## config.mk

```make
export PLATFORM = sky130hd
export DESIGN_NAME = click_gate_occupancy_controller_unit
export DESIGN_NICKNAME = d
export VERILOG_FILES = /design/src/rtl/cgoc_pkg.sv /design/src/rtl/click_gate_occupancy_controller_unit.sv /design/src/rtl/cgoc_cfg_regs.sv /design/src/rtl/cgoc_step.sv
export VERILOG_INCLUDE_DIRS = /design/src /design/src/rtl
export SDC_FILE = /design/constraint.sdc
export NUM_CORES = 1
export LEC_CHECK = 0
export BUFFER_PORTS_ARGS = -buffer_cell sky130_fd_sc_hd__buf_2
export CAP_MARGIN = 20
export CORE_UTILIZATION = 55
export DETAILED_ROUTE_END_ITERATION = 7
export HOLD_SLACK_MARGIN = 0.02
export MAX_ROUTING_LAYER = met4
export PLACE_DENSITY_LB_ADDON = 0.08
export SLEW_MARGIN = 10
export SYNTH_ARGS = -nofsm -noshare
export SYNTH_HDL_FRONTEND = slang
export SYNTH_HIERARCHICAL = 1
export SYNTH_SLANG_ARGS = --single-unit
```

## constraint.sdc

```tcl
create_clock -name clk -period 11.6 [get_ports clk]
set_input_delay 0 -clock clk [delete_from_list [all_inputs] [get_ports clk]]
set_output_delay 0 -clock clk [all_outputs]
set_load 0.005 [all_outputs]
```

## src/rtl/click_gate_occupancy_controller_unit_assert.svh

```systemverilog
// Assertion macros for the click gate occupancy controller.
// Expects clk and arst_n in the including scope; no other dependencies.
`ifndef CLICK_GATE_OCCUPANCY_CONTROLLER_UNIT_ASSERT_SVH
`define CLICK_GATE_OCCUPANCY_CONTROLLER_UNIT_ASSERT_SVH

// same-cycle implication
`define CGOC_ASSERT_IMP(lbl, ante, cons) \
	lbl: assert property (@(posedge clk) disable iff (!arst_n) (ante) |-> (cons)) \
		else $error("cgoc assertion failed");

// next-cycle implication
`define CGOC_ASSERT_NXT(lbl, ante, cons) \
	lbl: assert property (@(posedge clk) disable iff (!arst_n) (ante) |=> (cons)) \
		else $error("cgoc assertion failed");

`endif

```

## src/rtl/cgoc_pkg.sv

```systemverilog
// Package for the click gate occupancy controller: payload and config types,
// register indexes and reset constants. No dependencies.
package cgoc_pkg;

	localparam int unsigned CAPACITY_DEF = 4;
	localparam int unsigned CFG_IDX_W    = 2;
	localparam int unsigned CFG_DATA_W   = 16;

	localparam logic [15:0] CLICK_WINDOW_RST  = 16'd500;
	localparam logic [15:0] OPEN_DURATION_RST = 16'd1500;
	localparam logic [11:0] OPEN_PULSE_RST    = 12'd788;
	localparam logic [11:0] CLOSED_PULSE_RST  = 12'd400;

	typedef enum logic [CFG_IDX_W-1:0] {
		REG_CLICK_WINDOW  = 2'd0,
		REG_OPEN_DURATION = 2'd1,
		REG_OPEN_PULSE    = 2'd2,
		REG_CLOSED_PULSE  = 2'd3
	} reg_idx_t;

	typedef struct packed {
		logic        button_level;
		logic [31:0] now;
	} poll_t;

	typedef struct packed {
		logic        gate_open;
		logic [11:0] servo_pulse;
		logic [3:0]  free_places;
		logic        count_changed;
	} result_t;

	typedef struct packed {
		logic [15:0] click_window;
		logic [15:0] open_duration;
		logic [11:0] open_pulse;
		logic [11:0] closed_pulse;
	} cfg_t;

	// signed elapsed time strictly above limit
	function automatic logic elapsed_over(logic [31:0] now, logic [31:0] stamp,
			logic [15:0] limit);
		logic [31:0] d;
		d = now - stamp;
		return !d[31] && (d > {16'd0, limit});
	endfunction

endpackage

```

## src/rtl/click_gate_occupancy_controller_unit.sv

```systemverilog
// Top level of the click gate occupancy controller: poll register, state
// update and result register. Depends on cgoc_pkg, cgoc_cfg_regs, cgoc_step and the assertion header.
//
//   channel  | signals                          | accepted when
//   ---------+----------------------------------+------------------------------
//   poll     | poll_valid, poll_stall, poll     | poll_valid && !poll_stall
//   result   | result_valid, result_stall, result | result_valid && !result_stall
//   config   | cfg_wr_en, cfg_index, cfg_wdata  | cfg_wr_en
//
// One transaction per cycle while the result is not stalled; a poll passes through the
// poll register, then the state update into the result register.
// Reset restores register defaults, closes the gate, fills all free places.
// A stalled result holds; poll_stall rises only when both registers are full.
module click_gate_occupancy_controller_unit #(
	parameter int unsigned CAPACITY = cgoc_pkg::CAPACITY_DEF
) (
	input  logic                            clk,
	input  logic                            arst_n,
	input  logic                            poll_valid,
	output logic                            poll_stall,
	input  cgoc_pkg::poll_t                 poll,
	output logic                            result_valid,
	input  logic                            result_stall,
	output cgoc_pkg::result_t               result,
	input  logic                            cfg_wr_en,
	input  logic [cgoc_pkg::CFG_IDX_W-1:0]  cfg_index,
	input  logic [cgoc_pkg::CFG_DATA_W-1:0] cfg_wdata
);

	cgoc_pkg::cfg_t    cfg;
	cgoc_pkg::poll_t   poll_s1;
	cgoc_pkg::result_t result_d, result_q;
	logic              valid_s1, result_valid_q;
	logic              adv, fire;

	cgoc_cfg_regs u_cfg (
		.clk       (clk),
		.arst_n    (arst_n),
		.cfg_wr_en (cfg_wr_en),
		.cfg_index (cfg_index),
		.cfg_wdata (cfg_wdata),
		.cfg       (cfg)
	);

	assign adv        = !result_valid_q || !result_stall;
	assign fire       = valid_s1 && adv;
	assign poll_stall = valid_s1 && !adv;

	always_ff @(posedge clk or negedge arst_n) begin
		if (!arst_n) begin
			valid_s1 <= 1'b0;
		end else if (!poll_stall) begin
			valid_s1 <= poll_valid;
		end
	end

	always_ff @(posedge clk) begin
		if (poll_valid && !poll_stall) begin
			poll_s1 <= poll;
		end
	end

	cgoc_step #(.CAPACITY(CAPACITY)) u_step (
		.clk    (clk),
		.arst_n (arst_n),
		.fire   (fire),
		.poll   (poll_s1),
		.cfg    (cfg),
		.result (result_d)
	);

	always_ff @(posedge clk or negedge arst_n) begin
		if (!arst_n) begin
			result_valid_q <= 1'b0;
		end else if (adv) begin
			result_valid_q <= valid_s1;
		end
	end

	always_ff @(posedge clk) begin
		if (fire) begin
			result_q <= result_d;
		end
	end

	assign result_valid = result_valid_q;
	assign result       = result_q;

`include "click_gate_occupancy_controller_unit_assert.svh"

	`CGOC_ASSERT_IMP(a_change_opens, result_valid && result.count_changed, result.gate_open)
	`CGOC_ASSERT_IMP(a_count_in_range, result_valid, result.free_places <= 4'(CAPACITY))
	`CGOC_ASSERT_NXT(a_drain_empties, result_valid && !result_stall && !valid_s1,
		!result_valid)
	`CGOC_ASSERT_IMP(a_stall_needs_full, poll_stall, result_valid && valid_s1)

endmodule

```

## src/rtl/cgoc_cfg_regs.sv

```systemverilog
// Configuration register file for the click gate occupancy controller.
// Depends on cgoc_pkg.
module cgoc_cfg_regs (
	input  logic                                 clk,
	input  logic                                 arst_n,
	input  logic                                 cfg_wr_en,
	input  logic [cgoc_pkg::CFG_IDX_W-1:0]       cfg_index,
	input  logic [cgoc_pkg::CFG_DATA_W-1:0]      cfg_wdata,
	output cgoc_pkg::cfg_t                       cfg
);

	cgoc_pkg::cfg_t cfg_q;

	always_ff @(posedge clk or negedge arst_n) begin
		if (!arst_n) begin
			cfg_q.click_window  <= cgoc_pkg::CLICK_WINDOW_RST;
			cfg_q.open_duration <= cgoc_pkg::OPEN_DURATION_RST;
			cfg_q.open_pulse    <= cgoc_pkg::OPEN_PULSE_RST;
			cfg_q.closed_pulse  <= cgoc_pkg::CLOSED_PULSE_RST;
		end else if (cfg_wr_en) begin
			case (cgoc_pkg::reg_idx_t'(cfg_index))
				cgoc_pkg::REG_CLICK_WINDOW:  cfg_q.click_window  <= cfg_wdata;
				cgoc_pkg::REG_OPEN_DURATION: cfg_q.open_duration <= cfg_wdata;
				cgoc_pkg::REG_OPEN_PULSE:    cfg_q.open_pulse    <= cfg_wdata[11:0];
				cgoc_pkg::REG_CLOSED_PULSE:  cfg_q.closed_pulse  <= cfg_wdata[11:0];
				default: ;
			endcase
		end
	end

	assign cfg = cfg_q;

endmodule

```

## src/rtl/cgoc_step.sv

```systemverilog
// Gate state and per-poll update logic; produces the result of one poll.
// Depends on cgoc_pkg.
module cgoc_step #(
	parameter int unsigned CAPACITY = cgoc_pkg::CAPACITY_DEF
) (
	input  logic              clk,
	input  logic              arst_n,
	input  logic              fire,
	input  cgoc_pkg::poll_t   poll,
	input  cgoc_pkg::cfg_t    cfg,
	output cgoc_pkg::result_t result
);

	localparam logic [3:0] CAP = 4'(CAPACITY);

	logic        prev_q, pending_q, gate_q;
	logic [31:0] click_stamp_q, open_stamp_q;
	logic [3:0]  free_q;

	logic        prev_d, pending_d, gate_d, changed;
	logic [31:0] click_stamp_d, open_stamp_d;
	logic [3:0]  free_d;
	logic        clicked;

	always_comb begin
		prev_d        = prev_q;
		pending_d     = pending_q;
		gate_d        = gate_q;
		click_stamp_d = click_stamp_q;
		open_stamp_d  = open_stamp_q;
		free_d        = free_q;
		changed       = 1'b0;
		clicked       = !poll.button_level && prev_q;
		if (!gate_q) begin
			prev_d = poll.button_level;
			if (clicked) begin
				if (!pending_q) begin
					pending_d     = 1'b1;
					click_stamp_d = poll.now;
				end else begin
					if (free_q < CAP) begin
						gate_d       = 1'b1;
						open_stamp_d = poll.now;
						free_d       = free_q + 4'd1;
						changed      = 1'b1;
					end
					pending_d = 1'b0;
				end
			end else if (pending_q &&
					cgoc_pkg::elapsed_over(poll.now, click_stamp_q, cfg.click_window)) begin
				if (free_q != 4'd0) begin
					gate_d       = 1'b1;
					open_stamp_d = poll.now;
					free_d       = free_q - 4'd1;
					changed      = 1'b1;
				end
				pending_d = 1'b0;
			end
		end else if (cgoc_pkg::elapsed_over(poll.now, open_stamp_q, cfg.open_duration)) begin
			gate_d = 1'b0;
		end
	end

	always_ff @(posedge clk or negedge arst_n) begin
		if (!arst_n) begin
			prev_q        <= 1'b0;
			pending_q     <= 1'b0;
			gate_q        <= 1'b0;
			click_stamp_q <= '0;
			open_stamp_q  <= '0;
			free_q        <= CAP;
		end else if (fire) begin
			prev_q        <= prev_d;
			pending_q     <= pending_d;
			gate_q        <= gate_d;
			click_stamp_q <= click_stamp_d;
			open_stamp_q  <= open_stamp_d;
			free_q        <= free_d;
		end
	end

	assign result.gate_open     = gate_d;
	assign result.servo_pulse   = gate_d ? cfg.open_pulse : cfg.closed_pulse;
	assign result.free_places   = free_d;
	assign result.count_changed = changed;

endmodule
```

==> results of run 1 <==
-- registers in the layout, summed over array words and instances (netlist names) --
name / flops
u_cfg/cfg: 56
poll_s1: 33
u_step/click_stamp_q: 32
u_step/open_stamp_q: 32
result: 18
u_step/free_q: 4
result_valid: 1
u_step/gate_q: 1
u_step/pending_q: 1
u_step/prev_q: 1
valid_s1: 1
-- stage by stage --
stage	setup WS, ns	hold WS (ns)	power [mW]
after detailed placement	6.26	0.119	3.00
after CTS	6.24	0.0862	3.65
after floorplan	6.91	-0.296	2.53
final	6.16	0.0960	3.66
after global routing	5.71	0.106	3.94
after global placement	6.33	0.105	2.96
-- worst max-delay path by stage --
stage,from,to,slack [ns],cells past startpoint
floorplan,poll_s1[1]$_DFFE_PP_,result[10]$_DFFE_PP_,6.91,22
global placement,poll_s1[1]$_DFFE_PP_,result[16]$_DFFE_PP_,6.33,21
detailed placement,poll_s1[1]$_DFFE_PP_,result[5]$_DFFE_PP_,6.26,21
CTS,poll_s1[1]$_DFFE_PP_,result[5]$_DFFE_PP_,6.24,21
global route,poll_s1[1]$_DFFE_PP_,result[6]$_DFFE_PP_,5.71,21
finish,poll_s1[1]$_DFFE_PP_,result[6]$_DFFE_PP_,6.16,21
-- critical path, delay by kind of cell (launching register included) --
family	cells	cell delay [ns]
adders and majority gates	2	0.60
DFF	1	0.49
muxes	1	0.38
and+or+nand+nor	9	1.50
AOI/OAI and AO/OA	9	2.20
-- final cells by class --
cell class | count | area (sq um)
inverters | 120 | 450
repair buffers | 131 | 931
fillers | 1641 | 7130
clock buffers | 17 | 425
clock inverters | 15 | 214
multi-input cells | 805 | 6090
well taps | 270 | 338
flip-flops and latches | 180 | 4790
-- cell families after synthesis --
kind of cell / count (synthesis)
and+or+nand+nor: 268
adders and majority gates: 98
DFF: 180
AOI/OAI and AO/OA: 290
xor gates and xnor gates: 41
muxes: 108
buffers and inverters: 154
-- what timing repair did --
item,CTS,global route
hold buffers,53,0
setup buffers,0,0
hold endpoints to repair,139,0
-- cell usage after synthesis, types with 8 or more instances --
cell                         n
sky130_fd_sc_hd__o21ai_0    74
sky130_fd_sc_hd__a21oi_1    77
sky130_fd_sc_hd__nand2b_1   11
sky130_fd_sc_hd__edfxtp_1   51
sky130_fd_sc_hd__mux2_4      9
sky130_fd_sc_hd__o21bai_1   10
sky130_fd_sc_hd__nor3_1     10
sky130_fd_sc_hd__nand3_1    24
sky130_fd_sc_hd__dfrtp_1   108
sky130_fd_sc_hd__ha_1       96
sky130_fd_sc_hd__dfstp_2    21
sky130_fd_sc_hd__xor2_1     11
sky130_fd_sc_hd__a21o_1     15
sky130_fd_sc_hd__nand2_1    88
sky130_fd_sc_hd__inv_1     120
sky130_fd_sc_hd__a211oi_1   16
sky130_fd_sc_hd__mux2_1     27
sky130_fd_sc_hd__mux2_2     68
sky130_fd_sc_hd__clkbuf_1   21
sky130_fd_sc_hd__nand4_1    21
sky130_fd_sc_hd__o21a_1     12
sky130_fd_sc_hd__nor2_1     62
sky130_fd_sc_hd__nor2b_1     8
sky130_fd_sc_hd__a31oi_1    12
sky130_fd_sc_hd__o211ai_1   11
sky130_fd_sc_hd__xnor2_1    30
-- per-layer routing --
layer,up-vias,GRT usage,part of all wire
li1,4369,-,-
met1,4281,0.376,0.48
met2,233,0.423,0.46
met3,35,0.0316,0.039
met4,0,0.0719,0.016
met5,-,-,0
-- power groups by stage --
stage	Clock [mW]	Sequential, mW	Combinational (mW)
2_1_floorplan	0	0.957	1.58
3_3_place_gp	0	0.978	1.98
3_5_place_dp	0	0.987	2.01
4_1_cts	0.629	0.975	2.05
5_1_grt	0.654	0.998	2.29
6_report	0.618	0.974	2.07
==> results.cfg, run 1 <==
[setup_path]
critical_path_required_ns = 11.79
critical_path.slowest_cell = sky130_fd_sc_hd__a2111oi_0
cp.arrival_ns = 5.63
timing.critical_path.fanout_max = 13
worstSetupStartpointType = flop
critPathCaptureType = flop
crit_chain = ha_1, nor2b_1, o2111ai_1, nand3_1, nor2_1, o21ai_0, a21o_1, a21oi_1, o21bai_1, a211oi_1, nor2_1, ha_1, nand4_1, nor4_1, or3_1, o2111a_1, nand4_1, a2111oi_0, o2111ai_1, nand3b_4, mux2_2
r2r.worst_path.cells = 21
worstReg2RegEnd = result[6]$_DFFE_PP_
timing.rr.start = poll_s1[1]$_DFFE_PP_
worst_path_largest_cell_delay_ns = 0.50
r2r_setup_slack_ns = 6.16
worst-setup-path-type = flop to flop

[timing]
fmax_mhz = 184
grt_setup_unrepaired = false
timing.clock.skew_ns = 0.0112
report.final.hold_viol_count = 0
setup_viol = 0
slew_headroom = 0.348
tightest_slew_ns = 0.978
sum_of_negative_setup_slack_ns = 0
period_minus_slack_ns = 5.44
report.final.slew_viol_count = 0
layout_worst_path_cycle_share = 0.469

[layout]
areaGrowthSynthToFinish_pct = 15.0
stdcell_count = 1538
drive_above_1_share = 0.180
num_antenna_cells = 0
stdcell_area_sq_um = 13200
mostFrequentLayoutCell = sky130_fd_sc_hd__inv_1
final_core_util = 0.650
finish.net_count = 1409
most_frequent_cells_in_the_layout = sky130_fd_sc_hd__inv_1, sky130_fd_sc_hd__dfrtp_1, sky130_fd_sc_hd__ha_1, sky130_fd_sc_hd__nand2_1, sky130_fd_sc_hd__a21oi_1

[logic_synthesis]
synth_top_family_by_area = compound AO/OA/AOI/OAI gates
synth_nets = 1293
synth-seq-cells = 180
post_synth_fa_ha_maj_area_fraction = 0.108
netlist-cell-type-count = 83
post_synthesis_share_of_cell_area_spent_on_xor_and_xnor_gates = 0.0312
synth.top_cell.area_share = 0.235
synth_cells = 1139
post_synth_edffs = 51
synth_sequential_area_ratio = 0.416
share_of_cell_area_taken_by_muxes_after_synthesis = 0.108
yosys_warnings = 6
synth_area_leaders = sky130_fd_sc_hd__dfrtp_1, sky130_fd_sc_hd__edfxtp_1, sky130_fd_sc_hd__ha_1, sky130_fd_sc_hd__mux2_2, sky130_fd_sc_hd__dfstp_2
post_synthesis_async_set_or_reset_flop_share = 0.717
syn-cell-area_sq_um = 11500
avgSynthCellArea_sq_um = 10.1
synthDominantAreaCellType = sky130_fd_sc_hd__dfrtp_1
dominantRegCellSynth = sky130_fd_sc_hd__dfrtp_1
synthSimpleGateAreaFrac = 0.116
share_of_the_synthesized_area_in_compound_gates_ao_oa_aoi_oai = 0.165

[placed_design]
place.detailed.instances = 1453
routabilityCongestion = 0.939
placed_area_sq_um = 12100
dp.final_hpwl_um = 19900
port_buffer_count = 75

[clock_network]
h-tree-depth = 4
clock_sinks = 180
cts-resized-gates = 0
cts-root-buf = sky130_fd_sc_hd__clkbuf_16
clkLatencyLatePin_ns = 0.44
tritoncts = built
cts.clk_slew.worst_paths_ns = 0.08
cts_inserted_buffers = 17
cts-root-to-sink-buffers = 2

[min_path]
hold-path-endpoint = u_cfg/cfg[43]$_DFFE_PN0P_
holdPathStages = 3
min-delay-start = cfg_index[1]
hold_path.class = input pin to flop

[global_route]
grt_first_pass_wirelength_um = 44400
largest_net_degree_at_the_start_of_global_routing = 73
number_of_global_route_vias_before_repair = 8570
total_routing_usage_reported_by_global_routing = 0.272
grt_antenna_before_repair = 0
grt_remaining_overflow = 0

[die]
design.portCount = 76
floorplan.initialDensity = 0.565
placementRows = 52
die-width_um = 147
die_footprint_sq_um = 21500
core_region_area_sq_um = 20400
die_height_um = 147

[power]
sequential_cell_fraction_of_total_power = 0.266
power-per-cell-area_nw_per_um2 = 277
leakage_nw = 5.85
total_switching_power_mw = 1.62
power_switching_share = 0.441
combinationalPowerShare = 0.566
clockPowerShare = 0.169
peakVddDrop_v = 0.000127
internal-power_mw = 2.05

[drt]
ant_nets = 0
routed_via_density = 5.80
dr_vias = 8918
route.final.wire_length_um = 27200
detailedRoute.firstIterationViolations = 663
remaining_drc_errors = 0
dr.pass1.iters = 5
wl_per_cell_um = 17.7

[flow_run]
max_cap_violations = 0

[run_status]
outcome = completed
Note: power is estimated with default switching activity, not from simulation.
==> inputs of run 2 (changes only) <==
Clock period 11.6 ns to 5.2 ns, I/O delays scaled along.
==> results.cfg, run 2 (synthesis gave the netlist of run 1 again) <==
[run_status]
outcome = completed

[setup_path]
cp.arrival_ns = 5.07
critPathCaptureType = flop
worstSetupStartpointType = flop
timing.critical_path.fanout_max = 10
worst-setup-path-type = flop to flop
critical_path_required_ns = 5.38

[power]
power_switching_share = 0.437
total_switching_power_mw = 3.62
leakage_nw = 5.92
peakVddDrop_v = 0.000319
clockPowerShare = 0.160
sequential_cell_fraction_of_total_power = 0.262
combinationalPowerShare = 0.578
internal-power_mw = 4.66
report.power.total_mw = 8.28
power-per-cell-area_nw_per_um2 = 619

[placed_design]
dp.final_hpwl_um = 20100
port_buffer_count = 75
routabilityCongestion = 0.905
post-place-ws_ns = -0.00889
place.detailed.instances = 1463

[flow_run]
max_cap_violations = 0

[clock_network]
cts_inserted_buffers = 17
clkLatencyLatePin_ns = 0.44
tritoncts = built
cts-root-buf = sky130_fd_sc_hd__clkbuf_16
clock_sinks = 180
h-tree-depth = 4
cts.clk_slew.worst_paths_ns = 0.07
cts-root-to-sink-buffers = 2

[timing]
setup_viol = 0
report.final.slew_viol_count = 0
grt_setup_unrepaired = false
period_minus_slack_ns = 4.88
fmax_mhz = 205
fin_ws_ns = 0.318
slew_headroom = 0.352
report.final.hold_viol_count = 0
tightest_slew_ns = 0.973
layout_worst_path_cycle_share = 0.939
timing.clock.skew_ns = 0.0151

[layout]
num_antenna_cells = 0
areaGrowthSynthToFinish_pct = 16.3
largest_reg_flops = 56
finish.net_count = 1422
mostFrequentLayoutCell = sky130_fd_sc_hd__inv_1
drive_above_1_share = 0.192
stdcell_count = 1551
most_frequent_cells_in_the_layout = sky130_fd_sc_hd__inv_1, sky130_fd_sc_hd__dfrtp_1, sky130_fd_sc_hd__ha_1, sky130_fd_sc_hd__nand2_1, sky130_fd_sc_hd__a21oi_1

[global_route]
grt_first_pass_wirelength_um = 45300
total_routing_usage_reported_by_global_routing = 0.276
met2_routing_resource_usage_after_global_routing = 0.432
grt.busiest_layer = met2
grt_remaining_overflow = 0
global_route_track_usage_on_met3 = 0.0356
grt_antenna_before_repair = 0
met1_usage = 0.379
number_of_global_route_vias_before_repair = 8813
largest_net_degree_at_the_start_of_global_routing = 75

[drt]
route.final.wire_length_um = 27800
dr.pass1.iters = 5
routed_via_density = 5.81
remaining_drc_errors = 0
dr_vias = 9017
detailedRoute.firstIterationViolations = 547
wl_per_cell_um = 17.9
ant_nets = 0

[die]
floorplan.initialDensity = 0.565
die_footprint_sq_um = 21500
core_region_area_sq_um = 20400
die_height_um = 147
placementRows = 52
die-width_um = 147
design.portCount = 76

[min_path]
hold_path.class = input pin to flop
[run 2: final cells by class]
type	instances	area (sq um)
clock buffer	18	439
timing repair buffer	144	1050
clock inverter	14	183
tap	270	338
multi-input combinational	805	6130
inverter	120	450
fill	1624	6980
sequential	180	4790
[run 2: layer usage]
layer  routed length, um  up-vias  part of all wire
li1                    -     4401                 -
met1               13400     4368              0.48
met2               12800      219              0.46
met3                1020       29             0.037
met4                 493        0             0.018
met5                   0        -                 0
[run 2: repair_timing]
| action | CTS | global route |
|---|---|---|
| pin swaps | 1 | 6 |
| hold buffers | 53 | 0 |
| endpoints found under the setup margin | 3 | 39 |
| endpoints found under the hold margin | 137 | 0 |
| resized for setup | 0 | 8 |
| setup buffers | 2 | 1 |
[run 2: path summary, 6_finish.rpt]
check / startpoint / to / slack (ns) / depth (start not counted)
setup / recovery: poll_s1[1]$_DFFE_PP_ / result[7]$_DFFE_PP_ / 0.32 / 18
hold / removal: cfg_index[1] / u_cfg/cfg[52]$_DFFE_PN0P_ / 0.11 / 3
setup reg to reg: poll_s1[1]$_DFFE_PP_ / result[7]$_DFFE_PP_ / 0.32 / 18
hold reg to reg: u_step/open_stamp_q[11]$_DFFE_PN0P_ / u_step/open_stamp_q[11]$_DFFE_PN0P_ / 0.49 / 1
max in group asynchronous: arst_n / u_step/open_stamp_q[25]$_DFFE_PN0P_ / 3.60 / 3
min in group asynchronous: arst_n / u_cfg/cfg[19]$_DFFE_PN0P_ / 0.15 / 2
[run 2: worst max-delay path, cell delays in order, from the launching register on]
cell                       delay, ns
sky130_fd_sc_hd__edfxtp_1       0.41
sky130_fd_sc_hd__buf_4          0.17
sky130_fd_sc_hd__ha_1           0.27
sky130_fd_sc_hd__nor2b_1        0.16
sky130_fd_sc_hd__o2111a_1       0.27
sky130_fd_sc_hd__o21ai_0        0.51
sky130_fd_sc_hd__nand2_1        0.22
sky130_fd_sc_hd__xor2_1         0.22
sky130_fd_sc_hd__ha_1           0.31
sky130_fd_sc_hd__nand2_1        0.07
sky130_fd_sc_hd__nor2_1         0.14
sky130_fd_sc_hd__nand4_1        0.12
sky130_fd_sc_hd__or4_1          0.48
sky130_fd_sc_hd__a21oi_1        0.19
sky130_fd_sc_hd__and4b_4        0.28
sky130_fd_sc_hd__o31ai_4        0.12
sky130_fd_sc_hd__nand3b_4       0.22
sky130_fd_sc_hd__buf_12         0.18
sky130_fd_sc_hd__mux2_4         0.29
[run 2: power by group through the flow]
stage                     combinational, mW  sequential (mW)  clock, mW
after floorplan                        3.52             2.14          0
after global placement                 4.46             2.18          0
after detailed placement               4.53             2.20          0
after CTS                              4.68             2.17       1.35
after global routing                   5.30             2.23       1.40
final                                  4.79             2.17       1.32
[run 2: per-stage QoR]
step | cell area, sq um | TNS, ns | utilization | hold slack [ns]
floorplan | 11500 | 0 | - | -0.296
global placement | 12200 | 0 | 0.597 | 0.106
detailed placement | 12200 | -0.00889 | 0.597 | 0.120
CTS | 13300 | 0 | 0.655 | 0.0968
global route | 13400 | 0 | 0.657 | 0.112
finish | 13400 | 0 | 0.657 | 0.108
==> inputs of run 3 (changes only) <==
Settings changed: CORE_UTILIZATION 55 to 35, PLACE_DENSITY set to 0.56, PLACE_DENSITY_LB_ADDON 0.08 to not set.
==> results.cfg, run 3 (synthesis gave the netlist of run 1 again) <==
[run_status]
outcome = completed

[setup_path]
worst-setup-path-type = flop to flop
critical_path.slowest_cell = sky130_fd_sc_hd__or4_1
timing.critical_path.fanout_max = 6
timing.rr.start = poll_s1[0]$_DFFE_PP_
r2r.worst_path.cells = 17
critical_path_required_ns = 5.40
worstReg2RegEnd = result[7]$_DFFE_PP_
worstSetupStartpointType = flop
worst_setup_path_startpoint = poll_s1[0]$_DFFE_PP_
crit_chain = inv_1, ha_1, fa_1, nand2b_1, a21o_1, a2111o_1, nor2b_1, xnor2_1, ha_1, nand4_1, or4_1, a21oi_1, buf_4, and4b_4, o31ai_4, nand3b_2, mux2_4
cp.arrival_ns = 5.07
critPathCaptureType = flop
worst_path_most_repeated_cell = sky130_fd_sc_hd__ha_1
worst_path_largest_cell_delay_ns = 0.54
r2r_setup_slack_ns = 0.33

[die]
die_footprint_sq_um = 33600
design.portCount = 76
die_height_um = 183
die-width_um = 183
core_region_area_sq_um = 32500
floorplan.initialDensity = 0.355
placementRows = 66

[global_route]
grt_remaining_overflow = 0
number_of_global_route_vias_before_repair = 8777
total_routing_usage_reported_by_global_routing = 0.184
largest_net_degree_at_the_start_of_global_routing = 75
grt_first_pass_wirelength_um = 46900
grt_antenna_before_repair = 0

[power]
report.power.total_mw = 8.36
power-per-cell-area_nw_per_um2 = 610
peakVddDrop_v = 0.000302
leakage_nw = 5.99

[clock_network]
clkLatencyLatePin_ns = 0.45
clock_sinks = 180
cts_inserted_buffers = 17
h-tree-depth = 4
tritoncts = built
cts-root-to-sink-buffers = 2
cts-root-buf = sky130_fd_sc_hd__clkbuf_16
cts.clk_slew.worst_paths_ns = 0.08

[placed_design]
routabilityCongestion = 0.898
post-place-ws_ns = 0.0371
dp.final_hpwl_um = 21500
port_buffer_count = 75
placed_area_sq_um = 12500

[timing]
fin_ws_ns = 0.329
setup_viol = 0
report.final.hold_viol_count = 0
layout_worst_path_cycle_share = 0.937
report.final.slew_viol_count = 0
sum_of_negative_setup_slack_ns = 0
slew_headroom = 0.351
fmax_mhz = 205
tightest_slew_ns = 0.974
timing.clock.skew_ns = 0.0196
period_minus_slack_ns = 4.87

[layout]
areaGrowthSynthToFinish_pct = 19.1
area_used_by_multi_input_combinational_logic_sq_um = 6160
final-seq-area_sq_um = 4790
finish.net_count = 1440
most_frequent_cells_in_the_layout = sky130_fd_sc_hd__inv_1, sky130_fd_sc_hd__dfrtp_1, sky130_fd_sc_hd__ha_1, sky130_fd_sc_hd__nand2_1, sky130_fd_sc_hd__a21oi_1
drive_above_1_share = 0.205
final_core_util = 0.422
largest_reg_flops = 56
num_antenna_cells = 0
mostFrequentLayoutCell = sky130_fd_sc_hd__inv_1
stdcell_area_sq_um = 13700
filler_cell_count = 3160

[drt]
routed_via_density = 5.13
ant_nets = 0
dr.pass1.iters = 5
route.final.wire_length_um = 28800
wl_per_cell_um = 16.5
dr_vias = 8923
remaining_drc_errors = 0
detailedRoute.firstIterationViolations = 632

[min_path]
holdPathStages = 3
hold_path.class = input pin to flop
hold-path-endpoint = u_cfg/cfg[54]$_DFFE_PN0P_
min-delay-start = cfg_index[1]

[flow_run]
max_cap_violations = 0
==> run 3: final cells by class <==
cell class | count | share of cell area
clock buffers | 18 | 0.0313
clock inverters | 14 | 0.0119
inverters | 120 | 0.0329
multi-input cells | 806 | 0.449
flip-flops and latches | 180 | 0.349
well taps | 442 | 0.0403
repair buffers | 161 | 0.0853
==> run 3: worst max-delay path: cells and delay by family, from the launching register on <==
| family | cells | cell delay, ns |
|---|---|---|
| xor gates and xnor gates | 1 | 0.20 |
| buffers and inverters | 2 | 0.21 |
| adders and majority gates | 3 | 0.95 |
| DFF | 1 | 0.36 |
| and+or+nand+nor | 6 | 1.60 |
| AOI/OAI and AO/OA | 4 | 0.94 |
| muxes | 1 | 0.35 |
==> run 3: stage by stage <==
stage / std cells / hold WS [ns]
after floorplan: 1139 / -0.296
after global placement: 1654 / 0.134
after detailed placement: 1654 / 0.140
after CTS: 1739 / 0.0670
after global routing: 1741 / 0.0827
final: 1741 / 0.0867
==> run 3: worst max-delay path by stage <==
stage | to | slack (ns) | depth (start not counted)
finish | result[7]$_DFFE_PP_ | 0.33 | 17
global route | result[6]$_DFFE_PP_ | -0.03 | 23
CTS | result[6]$_DFFE_PP_ | 0.04 | 22
detailed placement | result[16]$_DFFE_PP_ | 0.04 | 22
global placement | result[6]$_DFFE_PP_ | 0.14 | 22
floorplan | result[10]$_DFFE_PP_ | 0.51 | 22
==> run 3: report_power, final <==
group          total, mW  internal, mW  switching [mW]
Combinational       4.88          2.09            2.79
Sequential          2.17          1.96           0.210
Clock               1.31         0.648           0.664
Total               8.36          4.70            3.66
==> run 3: what timing repair did <==
action	in CTS	in global routing
setup endpoints to repair	0	13
setup buffers	0	1
hold endpoints to repair	145	0
gates resized for setup	0	12
hold buffers	53	0
==> run 3: routing by layer <==
| metal | part of all wire | wire (um) | vias to the layer above | GRT usage |
|---|---|---|---|---|
| met1 | 0.49 | 14200 | 4294 | 0.248 |
| met3 | 0.034 | 984 | 26 | 0.0266 |
| li1 | - | - | 4422 | - |
| met5 | 0 | 0 | - | - |
| met4 | 0.014 | 408 | 0 | 0.0500 |
| met2 | 0.46 | 13200 | 181 | 0.290 |
